<file path="config.mk">
export PLATFORM = sky130hd
export DESIGN_NAME = priority_alert_queue_unit
export DESIGN_NICKNAME = d
export VERILOG_FILES = /design/src/design/paq_pkg.sv /design/src/design/paq_cell.sv /design/src/design/priority_alert_queue_unit.sv
export SDC_FILE = /design/constraint.sdc
export NUM_CORES = 2
export LEC_CHECK = 0
export BUFFER_PORTS_ARGS = -buffer_cell sky130_fd_sc_hd__buf_4
export CORE_AREA = 5 5 357 359
export DETAILED_ROUTE_END_ITERATION = 12
export DIE_AREA = 0 0 362 364
export PLACE_DENSITY = 0.74
export REMOVE_ABC_BUFFERS = 1
export SKIP_LAST_GASP = 1
export SLEW_MARGIN = 5
export SYNTH_ARGS = -nofsm -noshare
export SYNTH_HDL_FRONTEND = slang
export SYNTH_SLANG_ARGS = --single-unit
</file>
<file path="constraint.sdc">
create_clock -name clock -period 7.5 [get_ports clock]
set_input_delay 0 -clock clock [delete_from_list [all_inputs] [get_ports clock]]
set_output_delay 0 -clock clock [all_outputs]
set_load 0.005 [all_outputs]
</file>
<file path="src/design/paq_pkg.sv">
// ----------------------------------------------------------------------------
// paq_pkg
// Shared types and constants of the priority alert queue: operation, status
// and event codes, the stored entry and the control word of one queue cell.
// ----------------------------------------------------------------------------
`default_nettype none

package paq_pkg;

   localparam int FUNC_W   = 3;
   localparam int CODE_W   = 32;
   localparam int PRIO_W   = 8;
   localparam int STAMP_W  = 32;
   localparam int STATUS_W = 2;
   localparam int OCC_W    = 5;
   localparam int NOTIFY_W = 2;

   localparam logic [FUNC_W-1:0] FUNC_POST  = 3'd0;
   localparam logic [FUNC_W-1:0] FUNC_NEXT  = 3'd1;
   localparam logic [FUNC_W-1:0] FUNC_PEEK  = 3'd2;
   localparam logic [FUNC_W-1:0] FUNC_COUNT = 3'd3;
   localparam logic [FUNC_W-1:0] FUNC_CLEAR = 3'd4;

   localparam logic [STATUS_W-1:0] STATUS_OK      = 2'd0;
   localparam logic [STATUS_W-1:0] STATUS_UNKNOWN = 2'd1;
   localparam logic [STATUS_W-1:0] STATUS_FULL    = 2'd2;

   localparam logic [NOTIFY_W-1:0] NOTIFY_NONE    = 2'd0;
   localparam logic [NOTIFY_W-1:0] NOTIFY_ADDED   = 2'd1;
   localparam logic [NOTIFY_W-1:0] NOTIFY_CHANGED = 2'd2;

   typedef struct packed {
      logic [CODE_W-1:0]  code;
      logic [PRIO_W-1:0]  prio;
      logic [STAMP_W-1:0] stamp;
   } entry_type;

   typedef enum logic [2:0] {
      CELL_HOLD,
      CELL_SCAN_CLR,
      CELL_SCAN,
      CELL_INSERT,
      CELL_POP
   } cell_cmd_type;

   typedef struct packed {
      cell_cmd_type       cmd;
      entry_type          item;
      logic [PRIO_W-1:0]  normal;
   } cell_ctrl_type;

endpackage

`default_nettype wire

</file>
<file path="src/design/paq_cell.sv">
// ----------------------------------------------------------------------------
// paq_cell
// One slot of the queue. Holds an entry and a flag that says an earlier slot
// is the insert point; the flag ripples one cell per cycle during a scan.
// ----------------------------------------------------------------------------
`default_nettype none

module paq_cell (
   input  wire                         clock,
   input  wire                         reset,
   input  wire paq_pkg::cell_ctrl_type ctrl,
   input  wire                         occupied,
   input  wire                         at_tail,
   input  wire paq_pkg::entry_type     left_entry,
   input  wire paq_pkg::entry_type     right_entry,
   input  wire                         left_chain,
   output paq_pkg::entry_type          entry_out,
   output logic                        chain_out
);

   paq_pkg::entry_type entry_ff;
   paq_pkg::entry_type entry_in;
   logic               ahead_ff;
   logic               ahead_in;
   logic               mark;

   // This slot is the insert point if it holds a lower priority (and the new
   // alert is not of normal priority), or if it is the first free slot.
   assign mark = (occupied && (entry_ff.prio < ctrl.item.prio) &&
                  (ctrl.item.prio != ctrl.normal)) || at_tail;

   assign chain_out = ahead_ff | mark;
   assign entry_out = entry_ff;

   always_comb begin
      entry_in = entry_ff;
      ahead_in = ahead_ff;
      case (ctrl.cmd)
         paq_pkg::CELL_SCAN_CLR: begin
            ahead_in = 1'b0;
         end
         paq_pkg::CELL_SCAN: begin
            ahead_in = left_chain;
         end
         paq_pkg::CELL_INSERT: begin
            if (ahead_ff) begin
               entry_in = left_entry;
            end else if (mark) begin
               entry_in = ctrl.item;
            end
         end
         paq_pkg::CELL_POP: begin
            entry_in = right_entry;
         end
         default: begin
         end
      endcase
   end

   always_ff @(posedge clock) begin
      if (reset) begin
         ahead_ff <= 1'b0;
      end else begin
         ahead_ff <= ahead_in;
      end
   end

   always_ff @(posedge clock) begin
      entry_ff <= entry_in;
   end

endmodule

`default_nettype wire

</file>
<file path="src/design/priority_alert_queue_unit.sv">
// ----------------------------------------------------------------------------
// priority_alert_queue_unit
// Ordered alert queue built as a row of slot cells, with a response register.
// ----------------------------------------------------------------------------
// Usage:
//   Requests arrive on the req_ stream: req_tuser carries the operation and
//   req_tdata the alert. Each request gives one response on the rsp_ stream.
//   normal_priority is written over the csr_ port while the block is idle.
// Sequencing:
//   A post to a queue that is not full walks the insert-point flag through
//   the cell row, one cell per cycle, in the scan state and then goes to the
//   finish state; every other request goes straight to the finish state. The
//   response is registered in the finish state, and the next request is taken
//   only after the block has returned to idle.
// Reset:
//   Reset empties the queue, clears normal_priority and drops any pending
//   response. Slot contents are not cleared; only occupied slots are read.
// Stall:
//   A request may be accepted while an earlier response still waits; its
//   own response, and every state change it makes, is held back until the
//   response register is free.
// ----------------------------------------------------------------------------
`default_nettype none

module priority_alert_queue_unit #(
   parameter int QUEUE_DEPTH = 16
) (
   input  wire         clock,
   input  wire         reset,

   input  wire         req_tvalid,
   output logic        req_tready,
   // [31:0] alert_code, [39:32] alert_priority, [71:40] alert_stamp
   input  wire  [71:0] req_tdata,
   // [2:0] func
   input  wire  [2:0]  req_tuser,

   output logic        rsp_tvalid,
   input  wire         rsp_tready,
   // [1:0] status, [2] entry_valid, [34:3] out_code, [42:35] out_priority,
   // [74:43] out_stamp, [79:75] occupancy, [81:80] notify, [87:82] zero
   output logic [87:0] rsp_tdata,

   input  wire         csr_psel,
   input  wire         csr_penable,
   input  wire         csr_pwrite,
   input  wire  [2:0]  csr_paddr,
   input  wire  [31:0] csr_pwdata,
   output logic [31:0] csr_prdata,
   output logic        csr_pready
);

   localparam int CW    = $clog2(QUEUE_DEPTH + 1);
   localparam int CNT_W = $clog2(QUEUE_DEPTH);
   localparam logic [CW-1:0]    FULL_COUNT = CW'(QUEUE_DEPTH);
   localparam logic [CNT_W-1:0] SCAN_LAST  = CNT_W'(QUEUE_DEPTH - 2);
   localparam logic             REG_NORMAL_PRIORITY = 1'b0;

   typedef enum logic [1:0] {
      ST_IDLE,
      ST_SCAN,
      ST_FINISH
   } state_type;

   state_type                        state_ff;
   logic [CNT_W-1:0]                 cnt_ff;
   logic [paq_pkg::FUNC_W-1:0]       op_ff;
   paq_pkg::entry_type               item_ff;
   logic [CW-1:0]                    fill_ff;
   logic [CW-1:0]                    fill_in;
   logic [paq_pkg::PRIO_W-1:0]       normal_ff;

   logic                             rsp_valid_ff;
   logic [paq_pkg::STATUS_W-1:0]     status_ff;
   logic [paq_pkg::STATUS_W-1:0]     status_in;
   logic                             entry_valid_ff;
   logic                             entry_valid_in;
   paq_pkg::entry_type               out_entry_ff;
   paq_pkg::entry_type               out_entry_in;
   logic [paq_pkg::OCC_W-1:0]        occupancy_ff;
   logic [paq_pkg::NOTIFY_W-1:0]     notify_ff;
   logic [paq_pkg::NOTIFY_W-1:0]     notify_in;

   paq_pkg::cell_ctrl_type           ctrl;
   paq_pkg::cell_cmd_type            finish_cmd;
   paq_pkg::entry_type               entry_w [QUEUE_DEPTH];
   logic                             chain_w [QUEUE_DEPTH];
   paq_pkg::entry_type               req_item;

   logic req_accept;
   logic out_free;
   logic full;
   logic csr_write;

   assign req_item.code  = req_tdata[31:0];
   assign req_item.prio  = req_tdata[39:32];
   assign req_item.stamp = req_tdata[71:40];

   assign req_tready = (state_ff == ST_IDLE);
   assign req_accept = req_tvalid && req_tready;
   assign out_free   = !rsp_valid_ff || rsp_tready;
   assign full       = (fill_ff == FULL_COUNT);
   assign csr_write  = csr_psel && csr_penable && csr_pwrite && csr_pready;
   assign csr_pready = 1'b1;

   always_comb begin
      if (csr_paddr[2] == REG_NORMAL_PRIORITY) begin
         csr_prdata = {24'd0, normal_ff};
      end else begin
         csr_prdata = 32'd0;
      end
   end

   // Result of the held request, and the cell action that goes with it.
   always_comb begin
      fill_in        = fill_ff;
      status_in      = paq_pkg::STATUS_OK;
      entry_valid_in = 1'b0;
      out_entry_in   = '0;
      notify_in      = paq_pkg::NOTIFY_NONE;
      finish_cmd     = paq_pkg::CELL_HOLD;
      case (op_ff)
         paq_pkg::FUNC_POST: begin
            if (full) begin
               status_in = paq_pkg::STATUS_FULL;
            end else begin
               finish_cmd = paq_pkg::CELL_INSERT;
               fill_in    = fill_ff + 1'b1;
               if (fill_ff == '0) begin
                  notify_in = paq_pkg::NOTIFY_ADDED;
               end
            end
         end
         paq_pkg::FUNC_NEXT: begin
            if (fill_ff != '0) begin
               finish_cmd     = paq_pkg::CELL_POP;
               entry_valid_in = 1'b1;
               out_entry_in   = entry_w[0];
               fill_in        = fill_ff - 1'b1;
               if (fill_ff != CW'(1)) begin
                  notify_in = paq_pkg::NOTIFY_CHANGED;
               end
            end
         end
         paq_pkg::FUNC_PEEK: begin
            if (fill_ff != '0) begin
               entry_valid_in = 1'b1;
               out_entry_in   = entry_w[0];
            end
         end
         paq_pkg::FUNC_COUNT: begin
         end
         paq_pkg::FUNC_CLEAR: begin
            fill_in = '0;
         end
         default: begin
            status_in = paq_pkg::STATUS_UNKNOWN;
         end
      endcase
   end

   always_comb begin
      ctrl.item   = item_ff;
      ctrl.normal = normal_ff;
      ctrl.cmd    = paq_pkg::CELL_HOLD;
      case (state_ff)
         ST_IDLE: begin
            if (req_accept) begin
               ctrl.cmd = paq_pkg::CELL_SCAN_CLR;
            end
         end
         ST_SCAN: begin
            ctrl.cmd = paq_pkg::CELL_SCAN;
         end
         ST_FINISH: begin
            if (out_free) begin
               ctrl.cmd = finish_cmd;
            end
         end
         default: begin
         end
      endcase
   end

   for (genvar i = 0; i < QUEUE_DEPTH; i++) begin : g_cell
      paq_pkg::entry_type left_entry;
      paq_pkg::entry_type right_entry;
      logic               left_chain;

      if (i == 0) begin : g_head
         assign left_entry = item_ff;
         assign left_chain = 1'b0;
      end else begin : g_body
         assign left_entry = entry_w[i-1];
         assign left_chain = chain_w[i-1];
      end

      if (i == QUEUE_DEPTH - 1) begin : g_last
         assign right_entry = entry_w[i];
      end else begin : g_inner
         assign right_entry = entry_w[i+1];
      end

      paq_cell u_cell (
         .clock       (clock),
         .reset       (reset),
         .ctrl        (ctrl),
         .occupied    (CW'(i) < fill_ff),
         .at_tail     (CW'(i) == fill_ff),
         .left_entry  (left_entry),
         .right_entry (right_entry),
         .left_chain  (left_chain),
         .entry_out   (entry_w[i]),
         .chain_out   (chain_w[i])
      );
   end

   always_ff @(posedge clock) begin
      if (reset) begin
         state_ff     <= ST_IDLE;
         cnt_ff       <= '0;
         fill_ff      <= '0;
         normal_ff    <= '0;
         rsp_valid_ff <= 1'b0;
      end else begin
         if (csr_write && (csr_paddr[2] == REG_NORMAL_PRIORITY)) begin
            normal_ff <= csr_pwdata[7:0];
         end
         if (rsp_valid_ff && rsp_tready) begin
            rsp_valid_ff <= 1'b0;
         end
         case (state_ff)
            ST_IDLE: begin
               if (req_accept) begin
                  op_ff   <= req_tuser;
                  item_ff <= req_item;
                  cnt_ff  <= '0;
                  if ((req_tuser == paq_pkg::FUNC_POST) && !full) begin
                     state_ff <= ST_SCAN;
                  end else begin
                     state_ff <= ST_FINISH;
                  end
               end
            end
            ST_SCAN: begin
               if (cnt_ff == SCAN_LAST) begin
                  state_ff <= ST_FINISH;
               end else begin
                  cnt_ff <= cnt_ff + 1'b1;
               end
            end
            ST_FINISH: begin
               if (out_free) begin
                  fill_ff        <= fill_in;
                  rsp_valid_ff   <= 1'b1;
                  status_ff      <= status_in;
                  entry_valid_ff <= entry_valid_in;
                  out_entry_ff   <= out_entry_in;
                  occupancy_ff   <= paq_pkg::OCC_W'(fill_in);
                  notify_ff      <= notify_in;
                  state_ff       <= ST_IDLE;
               end
            end
            default: begin
               state_ff <= ST_IDLE;
            end
         endcase
      end
   end

   assign rsp_tvalid = rsp_valid_ff;
   assign rsp_tdata  = {6'd0, notify_ff, occupancy_ff, out_entry_ff.stamp,
                        out_entry_ff.prio, out_entry_ff.code, entry_valid_ff,
                        status_ff};

   a_fill_bound: assert property (@(posedge clock) disable iff (reset)
      fill_ff <= FULL_COUNT)
      else $error("queue occupancy beyond its depth");

   a_scan_holds_fill: assert property (@(posedge clock) disable iff (reset)
      (state_ff == ST_SCAN) |=> $stable(fill_ff))
      else $error("occupancy changed during an insert scan");

   a_added_one_deep: assert property (@(posedge clock) disable iff (reset)
      (rsp_valid_ff && (notify_ff == paq_pkg::NOTIFY_ADDED)) |->
         (occupancy_ff == paq_pkg::OCC_W'(1)))
      else $error("head added event without a one-deep queue");

   a_entry_only_ok: assert property (@(posedge clock) disable iff (reset)
      (rsp_valid_ff && entry_valid_ff) |-> (status_ff == paq_pkg::STATUS_OK))
      else $error("entry returned with an error status");

endmodule

`default_nettype wire

</file>
# [Word-level counts from Yosys, hierarchy flattened]
# Index checks and enable logic that the tools add are counted.
[op_classes] n_mux=90 n_addsub=3 n_reduce_logical=90 n_eq_ne=48 n_bitwise=16 n_lt_le_gt_ge=32
[op_table] operator="$mux W72" count=31
[op_table] operator="$pmux W72 S2" count=15
[op_table] operator="$lt A8 B8 Y1" count=16
[op_table] operator="$ne A3 B1 Y1 const B" count=14
[op_table] operator="$eq A4 B5 Y1 const A" count=8
[op_table] operator="$lt A4 B5 Y1 const A" count=8
[op_table] operator="$logic_and A1 B1 Y1" count=38
[op_table] operator="$reduce_and A2 Y1" count=18
[op_table] operator="$pmux W1 S2" count=15
[op_table] operator="$eq A3 B5 Y1 const A" count=4
[op_table] operator="$lt A3 B5 Y1 const A" count=4
[op_table] operator="$logic_or A1 B1 Y1" count=17
[op_table] operator="$mux W2" count=8
[op_table] operator="$pmux W5 S3" count=1
[op_table] operator="$or A1 B1 Y1" count=14
[op_table] operator="$eq A3 B2 Y1 const B" count=4
[op_table] operator="$reduce_and A3 Y1" count=4
[op_table] operator="$eq A2 B5 Y1 const A" count=2
[op_table] operator="$lt A1 B5 Y1 const A" count=2
[op_table] operator="$lt A2 B5 Y1 const A" count=2
[op_table] operator="$mux W5" count=2
[op_table] operator="$pmux W3 S3" count=1
[op_table] operator="$mux W4" count=2
[op_table] operator="$mux W8" count=1
[op_table] operator="29 further kinds" count=48
[totals] reg_bits=1344 out_inout_bits=123 in_bits=117

# [Logic depth before layout (Yosys ltp)]
[logic_depth] depth_word=8 depth_mapped=11 depth_no_buf=8

# [By module]
# Synthesis repeated with hierarchy kept, for this count alone.
[hier_totals] cells_unflattened=6222 area_unflattened_um2=70647.8
[by_module_without_submodules] mod="paq_cell" seq_area_each_um2=2182.1 cells_per_inst=358 n_inst=16 area_each_um2=3973.8
[by_module_without_submodules] mod="priority_alert_queue_unit" seq_area_each_um2=5114.9 cells_per_inst=494 n_inst=1 area_each_um2=7066.8

# [Worst setup path before layout]
# Ideal clock, no wire load.
[synth_path] path_kind="reg-to-reg" from="register fill_ff[0]" to="register g_cell[15].u_cell.entry_ff (netlist bit g_cell[15].u_cell.entry_out[0]) (enable)" arrival_ps=6910 synth_period_minus_slack_ps=7522 setup_slack_ps=-22 stages_incl_launch_ff=9 required_ps=6888 path_cell_list="dfxtp_1 > clkbuf_1 > inv_1 > ha_1 > and2_1 > a21oi_2 > and2_1 > buf_2 > a21boi_0"
[synth_via] elab_chain_len=7
[synth_rtl] element="start, declared" line_no="priority_alert_queue_unit.sv:69" text="logic [CW-1:0] fill_ff;"
[synth_rtl] element="start signal, assigned" line_no="priority_alert_queue_unit.sv:254" text="fill_ff <= fill_in;"
[synth_rtl] element="$eq A5 B5 Y1 / $reduce_bool A5 Y1 (equally long branches)" line_no="priority_alert_queue_unit.sv:102, priority_alert_queue_unit.sv:135"
[synth_rtl] element="$mux W2 / $mux W3 (equally long branches)" line_no="priority_alert_queue_unit.sv:124, priority_alert_queue_unit.sv:135"
[synth_rtl] element="$pmux W3 S2" line_no="priority_alert_queue_unit.sv:122" text="case (op_ff)"
[synth_rtl] element="$mux W3" line_no="priority_alert_queue_unit.sv:176" text="if (out_free) begin"
[synth_rtl] element="$pmux W3 S3" line_no="priority_alert_queue_unit.sv:166" text="case (state_ff)"
[synth_rtl] element="$eq A3 B2 Y1" line_no="paq_cell.sv:38" text="case (ctrl.cmd)"
[synth_rtl] element="$reduce_and A2 Y1 (no source line) (*)"
[synth_rtl] element="end signal, assigned" line_no="paq_cell.sv:69" text="entry_ff <= entry_in;"
[synth_rtl] element="end, declared" line_no="paq_cell.sv:21" text="paq_pkg::entry_type entry_ff;"
# Mark *: on every way between the ends. The rest lies on a longest branch, timed or not.
# A chain may end at the register's enable or synchronous reset.

# [Worst setup path after layout]
[layout_path] from="register fill_ff[1]" to="register g_cell[9].u_cell.entry_ff (netlist bit g_cell[9].u_cell.entry_out[2]) (enable)"
[layout_via] elab_chain_len=8
[layout_rtl] element="$eq A5 B5 Y1 / $reduce_bool A5 Y1 (equally long branches)" line_no="priority_alert_queue_unit.sv:102, priority_alert_queue_unit.sv:135"
[layout_rtl] element="$mux W2 / $mux W3 (equally long branches)" line_no="priority_alert_queue_unit.sv:124, priority_alert_queue_unit.sv:135"
[layout_rtl] element="$pmux W3 S2" line_no="priority_alert_queue_unit.sv:122"
[layout_rtl] element="$mux W3" line_no="priority_alert_queue_unit.sv:176"
[layout_rtl] element="$pmux W3 S3" line_no="priority_alert_queue_unit.sv:166"
[layout_rtl] element="$eq A3 B2 Y1 / $eq A3 B3 Y1 (equally long branches)"
[layout_rtl] element="$ne A3 B1 Y1 (no source line) / $reduce_bool A2 Y1 (equally long branches)"
[layout_rtl] element="$reduce_and A2 Y1 (no source line) (*)"
[layout_rtl] element="end signal, assigned" line_no="paq_cell.sv:69"
[layout_rtl] element="end, declared" line_no="paq_cell.sv:21"
# Marks and branches as above.

==> results.cfg <==
[critical_path]
required_ns = 7.92
cp_data_arrival_time_ns = 5.16
crit_top_cell = nor2_4
worstRegToRegCells = 9
timing.rr.start = fill_ff[1]
critPathSlowestCell = a31oi_4
end_kind = flip-flop
startpoint_type = flip-flop
worstSetupPathType = flip-flop to flip-flop
worstSetupStartpoint = fill_ff[1]
crit_chain = inv_1 > ha_1 > nor4b_4 > nor2_1 > nand3_1 > nor2_4 > nor2_4 > a31oi_4 > buf_4
max_stage_delay_ns = 1.07
worstPathMaxFanout = 25

[clock_tree]
post_cts_buffers = 0
clk_latency_ns = 0.77
cts_sinks = 1344
root_buffer = clkbuf_16
cts_buffer_depth = 3
clk_pin_slew_ns = 0.06
cts-htree-levels = 4
cts_buffers = 145
cts_tree = done

[drt]
viasPerCell = 5.94
drcViolationCount = 0
wl_per_cell_um = 21.4
antenna_left = 0
vias = 45200
drt-initial-drc-count = 4389
drt_wl_total_um = 163000
drt_pass1_iterations = 6

[logic_synthesis]
ys_seq_elements = 1344
synth_most_common_cell = edfxtp_1
ys_async_sr_fraction = 0
synthCells = 5763
ys_seq_area_frac = 0.593
synth_common_cells = 1309 x edfxtp_1, 1080 x a21oi_1, 1048 x nor2_1, 1010 x mux2i_1, 243 x nand2_1
synth_ff_type = edfxtp_1
synthesis.area_um2 = 67500
synth_area_leaders = edfxtp_1 58%, mux2i_1 15%, a21oi_1 8.0%
yosysTopAreaCellShare = 0.582
synth.distinct_cells = 53
yosys.area.top_type = edfxtp_1
synth_edf_count = 1309
syn_area_per_cell_um2 = 11.7
yosys_warnings = 0

[grt]
grt_pass1_vias = 43400
grtUsageTotal = 0.239
globalRoute.totalOverflow = 0
grt_max_degree = 282
antenna_found_initial = 2
grt_pass1_wl_um = 251000

[finish]
final_nets = 6103
diodes = 0
final_area_um2 = 75800
syn_to_final_growth_pct = 12.3
post_route_cells_drive_above_1_share = 0.0910

[sta]
slew_violations = 0
worst_slew_margin_rel = 0.147
fmax_ghz = 0.211
finalCriticalPeriod_ns = 4.74
tightest_slew_ns = 1.28
hold_violations = 0
timing.final.crit_share = 0.632
setup_viol = 0
skew_ns = 0.0272
rsz0062_at_grt = no
setup_tns_ns = 0

[floorplanning]
fp-row-count = 129
die_area_um2 = 132000
core-area_um2 = 123000
io-pin-count = 240
die_w_um = 362
start_util = 0.547
die_h_um = 364

[placement]
hpwlAfterDp_um = 91400
port_buffers = 182
gp_congestion = 0.837
dpl-instance-area_um2 = 69500

[worst_hold_path]
min_path_type = primary input to flip-flop
hold_depth = 4
min-delay-start = req_tvalid

[power]
leakagePower_nw = 25.0
seqPwrFrac = 0.527
power_density_nw_per_um2 = 213
p_comb_frac = 0.050
pwr-share-clk = 0.423
ir_drop_mv = 0.198
total_power_w = 0.0161
p_int_w = 0.0126
switching_share = 0.217
p_sw_w = 0.00351

[run]
cap_violations = 0

[run_status]
status = completed
[routing by layer]
layer,share of wire,up-vias,track usage
met5,0,-,0
li1,-,21200,-
met1,0.44,22200,0.343
met2,0.46,1615,0.381
met4,0.023,0,0.0662
met3,0.075,251,0.0408
[cells by family (layout without fill, tap and decap cells)]
family          count (synthesis)  after routing  synth area share
simple gates                 1466           1466            0.0885
flops                        1344           1344             0.593
compound gates               1225           1225            0.0958
mux                          1075           1075             0.161
buf+inv                       520            708            0.0386
fa+ha+maj                     119            119            0.0221
xor+xnor                       12             12           0.00156
other cells                     2             31          0.000111
[area by class of cell]
| class | count | area, um2 |
|---|---|---|
| multi-input cells | 3928 | 25200 |
| well taps | 1637 | 2050 |
| repair buffers | 433 | 3920 |
| fillers | 9570 | 47700 |
| clock buffers | 188 | 3870 |
| inverters | 15 | 56.3 |
| flip-flops and latches | 1344 | 40100 |
| clock inverters | 72 | 598 |
[sequential cells by signal, summed over array words and instances, names as in the netlist]
name and flops:
g_cell.u_cell.entry_out 1152, ctrl 72, rsp_tdata 72, g_cell.u_cell.ahead_ff 15
normal_ff 8, fill_ff 5, occupancy_ff 5, cnt_ff 4
op_ff 3, notify_ff 2, state_ff 2, status_ff 2
entry_valid_ff 1, rsp_tvalid 1
[path summary, 6_finish.rpt]
path / slack, ns / end
min: 0.13 / cnt_ff[3]
max: 2.76 / g_cell[9].u_cell.entry_out[2]
min reg2reg: 0.54 / g_cell[0].u_cell.entry_out[19]
max reg2reg: 2.76 / g_cell[9].u_cell.entry_out[2]
[per-stage QoR]
stage / hold WS [ns] / setup slack [ns] / util / std cells
2_1_floorplan: 0.0302 / -30.05 / - / 5287
3_3_place_gp: 0.178 / 2.93 / 0.563 / 7173
3_5_place_dp: 0.179 / 2.85 / 0.563 / 7173
4_1_cts: 0.0742 / 2.81 / 0.614 / 7617
5_1_grt: 0.133 / 2.55 / 0.614 / 7617
6_report: 0.130 / 2.76 / 0.614 / 7617
[repair_timing]
action / in CTS / in global routing
hold buffers: 184 / 0
setup endpoints to repair: 0 / 0
resized for setup: 0 / 0
hold endpoints to repair: 110 / 0
[layout by cell type, fill, tap and decap left out, drive strengths merged, types with 15 or more instances in the layout]
cell / Yosys / routed
a21o: 30 / 30
a21oi: 1081 / 1081
a31oi: 19 / 19
and2: 76 / 76
buf: 286 / 249
clkbuf: 219 / 188
clkinv: 0 / 58
conb: 2 / 31
dfxtp: 35 / 35
dlygate4sd3: 0 / 184
edfxtp: 1309 / 1309
ha: 119 / 119
inv: 15 / 19
mux2: 65 / 65
mux2i: 1010 / 1010
nand2: 244 / 244
nand2b: 19 / 19
nand4: 19 / 19
nor2: 1050 / 1050
nor2b: 23 / 23
nor3: 15 / 15
o21ai: 38 / 38
[critical path: cells and delay by family, from the launching register on]
kind,cells,cell delay [ns]
flops,1,0.70
buf+inv,2,0.70
simple gates,5,1.57
compound gates,1,1.07
fa+ha+maj,1,0.28
[power groups by stage]
stage | logic, W | clock network (W) | registers [W]
final | 0.000804 | 0.00684 | 0.00851
after global routing | 0.000882 | 0.00730 | 0.00852
after CTS | 0.000801 | 0.00696 | 0.00851
after global placement | 0.000700 | 0 | 0.00866
after detailed placement | 0.000726 | 0 | 0.00866
after floorplan | 0.000514 | 0 | 0.00867
No activity file was read; power rests on OpenSTA's default activity.
